File: config.mk
export PLATFORM = sky130hd
export DESIGN_NAME = kct_cell
export DESIGN_NICKNAME = d
export VERILOG_FILES = /design/src/sv/kct_pkg.sv /design/src/sv/kct_cell.sv
export SDC_FILE = /design/constraint.sdc
export NUM_CORES = 1
export LEC_CHECK = 0
export BUFFER_PORTS_ARGS = -buffer_cell sky130_fd_sc_hd__buf_2
export CORE_ASPECT_RATIO = 1.4
export CORE_MARGIN = 2
export CORE_UTILIZATION = 50
export DETAILED_ROUTE_END_ITERATION = 8
export GPL_TIMING_DRIVEN = 0
export MAX_ROUTING_LAYER = met4
export PLACE_DENSITY = 0.81
export SLEW_MARGIN = 20
export SYNTH_ARGS = -nofsm -noshare
export SYNTH_HDL_FRONTEND = slang
export SYNTH_SLANG_ARGS = --single-unit
File: constraint.sdc
create_clock -name clk -period 4.4 [get_ports clk]
set_clock_uncertainty 0.05 [all_clocks]
set_input_delay 0.22 -clock clk [delete_from_list [all_inputs] [get_ports clk]]
set_output_delay 0.22 -clock clk [all_outputs]
set_load 0.02 [all_outputs]
File: src/sv/kct_pkg.sv
package kct_pkg;

	// default sizes
	localparam int ENTRIES_DEF    = 64;
	localparam int COORD_BITS_DEF = 8;
	localparam int COST_BITS_DEF  = 16;

	// action codes
	localparam logic [1:0] ACT_LOOKUP = 2'd0;
	localparam logic [1:0] ACT_STORE  = 2'd1;
	localparam logic [1:0] ACT_CLEAR  = 2'd2;

	// register byte addresses
	localparam logic [1:0] ADDR_MISSING_COST = 2'd0;

	// reset value of the missing cost register, before masking to COST_BITS
	localparam logic [15:0] MISSING_COST_RST = 16'hFFFF;

	// control part of the token that walks the cell row
	typedef struct packed {
		logic       vld;
		logic [1:0] action;
		logic       found;
		logic       placed;
	} tok_ctl_t;

endpackage

File: src/sv/kct_cell.sv
module kct_cell #(
	parameter int IDX        = 0,
	parameter int ENTRIES    = kct_pkg::ENTRIES_DEF,
	parameter int COORD_BITS = kct_pkg::COORD_BITS_DEF,
	parameter int COST_BITS  = kct_pkg::COST_BITS_DEF
) (
	input  logic                           clk,
	input  logic                           arst_n,
	input  logic [$clog2(ENTRIES+1)-1:0]   count,
	input  kct_pkg::tok_ctl_t              ctl_in,
	input  logic [4*COORD_BITS-1:0]        key_in,
	input  logic [COST_BITS-1:0]           ncost_in,
	input  logic [COST_BITS-1:0]           rcost_in,
	output kct_pkg::tok_ctl_t              ctl_out,
	output logic [4*COORD_BITS-1:0]        key_out,
	output logic [COST_BITS-1:0]           ncost_out,
	output logic [COST_BITS-1:0]           rcost_out
);
	import kct_pkg::*;

	localparam int CNT_W = $clog2(ENTRIES+1);
	localparam int KEY_W = 4*COORD_BITS;

	logic [KEY_W-1:0]     key_q;
	logic [COST_BITS-1:0] cost_q;
	logic                 in_range;
	logic                 at_tail;
	logic                 is_store;
	logic                 hit;
	logic                 append;
	tok_ctl_t             ctl_d;
	logic [COST_BITS-1:0] rcost_d;

	// match against the held entry, or claim this slot as the new tail
	assign in_range = CNT_W'(IDX) < count;
	assign at_tail  = CNT_W'(IDX) == count;
	assign is_store = ctl_in.action == ACT_STORE;
	assign hit      = ctl_in.vld && (ctl_in.action != ACT_CLEAR) && in_range &&
	                  (key_q == key_in);
	assign append   = ctl_in.vld && is_store && !ctl_in.found && at_tail;

	always_comb begin
		ctl_d   = ctl_in;
		rcost_d = rcost_in;
		if (hit) begin
			ctl_d.found = 1'b1;
			rcost_d     = is_store ? ncost_in : cost_q;
		end
		if (append) begin
			ctl_d.placed = 1'b1;
			rcost_d      = ncost_in;
		end
	end

	// update the held entry
	always_ff @(posedge clk) begin
		if ((hit && is_store) || append) begin
			cost_q <= ncost_in;
		end
		if (append) begin
			key_q <= key_in;
		end
	end

	// hand the token to the next cell
	always_ff @(posedge clk or negedge arst_n) begin
		if (!arst_n) begin
			ctl_out <= '0;
		end else begin
			ctl_out <= ctl_d;
		end
	end

	always_ff @(posedge clk) begin
		key_out   <= key_in;
		ncost_out <= ncost_in;
		rcost_out <= rcost_d;
	end

endmodule

## Word level (Yosys, flattened, before mapping)

Cells that the tools add are included.

| storage, ports and cells | value |
|---|---|
| output and inout bits | 69 |
| word-level logic and storage cells | 28 |
| input bits | 78 |
| register bits | 117 |

| cells by class | value |
|---|---|
| eq/ne operators | 3 |
| mux-type cells | 5 |
| reduce and logical (&&, ||, !) cells | 10 |
| order comparisons | 1 |

Operator list:

| kind | number |
|---|---|
| $mux W16 | 3 |
| $eq A32 B32 Y1 | 1 |
| $logic_and A1 B1 Y1 | 7 |
| $logic_not A7 Y1 | 1 |
| $lt A1 B7 Y1 const A | 1 |
| $eq A2 B1 Y1 const B | 1 |
| $mux W1 | 2 |
| $ne A2 B2 Y1 const B | 1 |
| $logic_not A1 Y1 | 1 |
| $logic_or A1 B1 Y1 | 1 |

## Longest topological paths before layout

| logic depth | value |
|---|---|
| depth after elaboration | 6 |
| gate-level depth with buffers | 9 |

## Worst setup path before layout

Ideal clock, no wire load.

| timing | value |
|---|---|
| kind | input to register |
| start | in count[2] |
| end | reg cost_q[0], enable pin |
| path slack | 2,058 ps |
| data arrival time | 1,981 ps |
| setup time | 311 ps |
| buffers on the path | 2 |
| stages | 7 |
| required time | 4,039 ps |
| path through | or4_4 > nor4_4 > nand2_2 > inv_2 > a31o_1 > buf_4 > buf_6 |

| on the way | value |
|---|---|
| elaborated cells on any way between the ends | 7 |

RTL lines:

| item | line | RTL |
|---|---|---|
| start: declaration | kct_cell.sv:9 | `input logic [$clog2(ENTRIES+1)-1:0] count,` |
| $logic_not A7 Y1 | kct_cell.sv:36 | `assign at_tail = CNT_W'(IDX) == count;` |
| $logic_and A1 B1 Y1 | kct_cell.sv:40 | `assign append = ctl_in.vld && is_store && !ctl_in.found && at_tail;` |
| named net append | kct_cell.sv:30 | `logic append;` |
| $logic_or A1 B1 Y1 | kct_cell.sv:57 | `if ((hit && is_store) \|\| append) begin` |
| end signal: assignment | kct_cell.sv:58 | `cost_q <= ncost_in;` |
| end: declaration | kct_cell.sv:25 | `logic [COST_BITS-1:0] cost_q;` |

The timed path passes the listed nets, and every way through them passes these cells.
A chain may end at the register's enable or synchronous reset.

## Worst setup path after layout

| timing | value |
|---|---|
| start | in ctl_in[3] (netlist name) |
| end | reg cost_q[15], enable pin |

| on the way | value |
|---|---|
| elaborated cells on any way between the ends | 10 |

RTL lines:

| item | line | RTL |
|---|---|---|
| start: declaration | kct_cell.sv:10 | `input kct_pkg::tok_ctl_t ctl_in,` |
| $eq A2 B1 Y1 | kct_cell.sv:37 | `assign is_store = ctl_in.action == ACT_STORE;` |
| $logic_and A1 B1 Y1 (3 in series) | kct_cell.sv:40 |  |
| named net append | kct_cell.sv:30 |  |
| $logic_or A1 B1 Y1 | kct_cell.sv:57 |  |

The timed path passes the listed nets, and every way through them passes these cells.

==> impl_metrics.env <==
export IMPL_power_leakage_nw=2.61
export IMPL_fillCellCount=424
export IMPL_fin_tns_setup_ns=0
export IMPL_final_antenna_net_count=0
export IMPL_path_clk_slew_ns=0.05
export IMPL_drt_pass1_iterations=4
export IMPL_max_cap_viol_count=0
export IMPL_htreeDepth=4
export IMPL_clock_sinks=117
export IMPL_critical_path_arrival_ns=2.86
export IMPL_routedWlPerCell_um=16.2
export IMPL_io_pins=147
export IMPL_hold_viol_final=0
export IMPL_grt_usage_pct=24.7
export IMPL_dieArea_um2=8450
export IMPL_ys_flop_type="dfxtp_1"
export IMPL_remaining_drc_errors=0
export IMPL_worstPathMaxFanout=33
export IMPL_rows=37
export IMPL_placed_cell_area_um2=4710
export IMPL_finalCritPeriodShare_pct=61.7
export IMPL_cts_root_buf="clkbuf_8"
export IMPL_tightest_slew_ns=0.715
export IMPL_synth_fp_nets=334
export IMPL_relSlewSlack_pct=52.3
export IMPL_synthTopCellsByCount="dfxtp_1 (64), edfxtp_1 (48), nand2_1 (32), xor2_1 (19)"
export IMPL_max_freq_mhz=369
export IMPL_synth_warnings=0
export IMPL_power_density_nw_per_um2=463
export IMPL_rsz0062_at_grt="false"
export IMPL_clockBufferDepth=2
export IMPL_min_path_type="in -> reg"
export IMPL_tritoncts="done"
export IMPL_core_area_um2=7410
export IMPL_first_iter_violations=123
export IMPL_synth_top_area_share_pct=37.3
export IMPL_ir_drop_v=0.000437
export IMPL_netlist_cell_type_count=33
export IMPL_synthesis_area_um2=3860
export IMPL_vias_per_cell=4.76
export IMPL_slew_violations=0
export IMPL_regToRegSetupSlack_ns=1.92
export IMPL_holdWs_ns=0.0279
export IMPL_wl_mm=9.59
export IMPL_synth_edf_count=48
export IMPL_start_kind="input port"
export IMPL_finalInstanceArea_um2=5910
export IMPL_status="finished, final reports clean"
export IMPL_vias=2817
export IMPL_grt_max_degree=34
export IMPL_placed_cells=499
export IMPL_synthCells=256
export IMPL_post_synth_top_count_cell="dfxtp_1"
export IMPL_startpoint="ctl_in[3]"
export IMPL_synth_async_sr_flop_share_pct=4.27
export IMPL_die_height_um=108
export IMPL_grt_pass1_wl_mm=14.8
export IMPL_cts_made_buffers=17
export IMPL_grt_overflow_total=0
export IMPL_die_w_um=78.3
export IMPL_clock_latency_ns=0.51
export IMPL_gp_congestion=0.756
export IMPL_finalNonFillerCells=592
export IMPL_crit_type="in -> reg"
export IMPL_nets=560
export IMPL_drive_gt1_share_pct=37.8
export IMPL_post_cts_resized=0
export IMPL_postSynthAreaPerCell_um2=15.1
export IMPL_timing_critical_path_to="cost_q[15]$_DFFE_PP_"
export IMPL_area_delta_synth_final_pct=53.2
export IMPL_grt_antenna_before_repair=0
export IMPL_worst_ep_required_time_ns=4.54
export IMPL_synth_ff_latch_count=117
export IMPL_grt_pass1_vias=3050
export IMPL_r2r_start="key_q[26]$_DFFE_PP_"
export IMPL_ys_seq_area_share_pct=73.8
export IMPL_dp_final_hpwl_mm=5.79
export IMPL_post_route_min_period_ns=2.71
export IMPL_yosysTopAreaCell="edfxtp_1"
export IMPL_reg2reg_depth=7
export IMPL_reg2reg_to="cost_q[15]$_DFFE_PP_"
export IMPL_port_buffers=146
export IMPL_antennaDiodeCount=0
export IMPL_endpoint_kind="register"
export IMPL_start_util_pct=52.1
export IMPL_synthTopCellsByArea="edfxtp_1 (37%), dfxtp_1 (33%), xor2_1 (4.3%)"
export IMPL_setup_viol=0
## worst max-delay path, cell delays in order
cell and delay [ns]:
dlygate4sd3_1 0.54, buf_2 0.13, nand2b_1 0.13, buf_2 0.18
nor3b_1 0.27, nand2_2 0.20, inv_2 0.59, a31o_1 0.18
buf_4 0.16, buf_6 0.25
## layout make-up
type | instances | area [um2] | share of cell area, %
repair buffers | 207 | 1340 | 22.7
inverters | 2 | 7.51 | 0.127
flip-flops and latches | 117 | 2850 | 48.1
clock buffers | 23 | 467 | 7.89
clock inverters | 9 | 124 | 2.09
multi-input cells | 130 | 930 | 15.7
well taps | 97 | 121 | 2.05
plain buffers | 7 | 76.3 | 1.29
## cell usage in the layout (no fill, tap or decap), drive strengths merged
master         n
nor3           1
nor4b          2
dfxtp         64
clkbuf        23
clkinvlp       1
nor3b          1
a31o           1
nor2           2
nand2b         3
nand3          2
nand4b         1
clkinv         4
bufinv         3
or3            1
a21o          16
dlygate4sd3   62
xnor2         14
o21ai          1
xor2          19
nor4           8
or2            1
nand4          6
edfxtp        48
buf          152
mux2i         16
nand2         33
or4            2
dfrtp          5
inv            3
## how the worst min path moves through the flow
stage / cells past startpoint / from / slack [ns] / end
2_1_floorplan: 0 / arst_n / -0.13 / ctl_out[0]$_DFF_PN0_
3_3_place_gp: 1 / arst_n / -0.02 / ctl_out[0]$_DFF_PN0_
3_5_place_dp: 1 / arst_n / -0.01 / ctl_out[4]$_DFF_PN0_
4_1_cts: 4 / rcost_in[0] / 0.00002 / rcost_out[0]$_DFF_P_
5_1_grt: 4 / rcost_in[0] / 0.02 / rcost_out[0]$_DFF_P_
6_report: 4 / rcost_in[0] / 0.03 / rcost_out[0]$_DFF_P_
## per-stage QoR
stage / power, mW / util, % / setup slack, ns
floorplan: 1.27 / - / 2.06
global placement: 1.36 / 63.6 / 1.44
detailed placement: 1.36 / 63.6 / 1.43
CTS: 2.75 / 79.8 / 1.68
global route: 2.83 / 79.8 / 1.52
finish: 2.74 / 79.8 / 1.69
## repair_timing
action / CTS / global route
hold buffers: 61 / 0
setup endpoints to repair: 0 / 0
hold endpoints to repair: 122 / 0
buffers inserted: 0 / 0
## report_power, final
group / switching, mW / internal (mW) / leakage [nW]
clock: 0.447 / 0.903 / 0.292
combinational: 0.115 / 0.103 / 1.29
sequential: 0.00864 / 1.16 / 1.03
total: 0.570 / 2.17 / 2.61
## per-layer routing
metal	wire length, um	GRT usage (%)	vias up
li1	-	-	1352
met1	3550	24.1	1322
met2	5290	45.3	128
met3	562	6.09	15
met4	187	12.0	0
met5	0	-	-
## registers in the layout (all words and copies together) (netlist names)
| name | count |
|---|---|
| cost_q | 16 |
| rcost_out | 16 |
| ncost_out | 16 |
| key_out | 32 |
| ctl_out | 5 |
| key_q | 32 |
## logic make-up (layout without fill, tap and decap cells)
group                  after synthesis  in the layout  synth area share, %
AO/OA/AOI/OAI                       18             18                 3.47
XOR/XNOR                            33             33                 7.49
buffers and inverters                9            248                 2.17
flip-flops                         117            117                 73.8
multiplexers                        16             16                 4.15
AND/OR/NAND/NOR                     63             63                 8.98
Note: power is estimated with default switching activity, not from simulation.
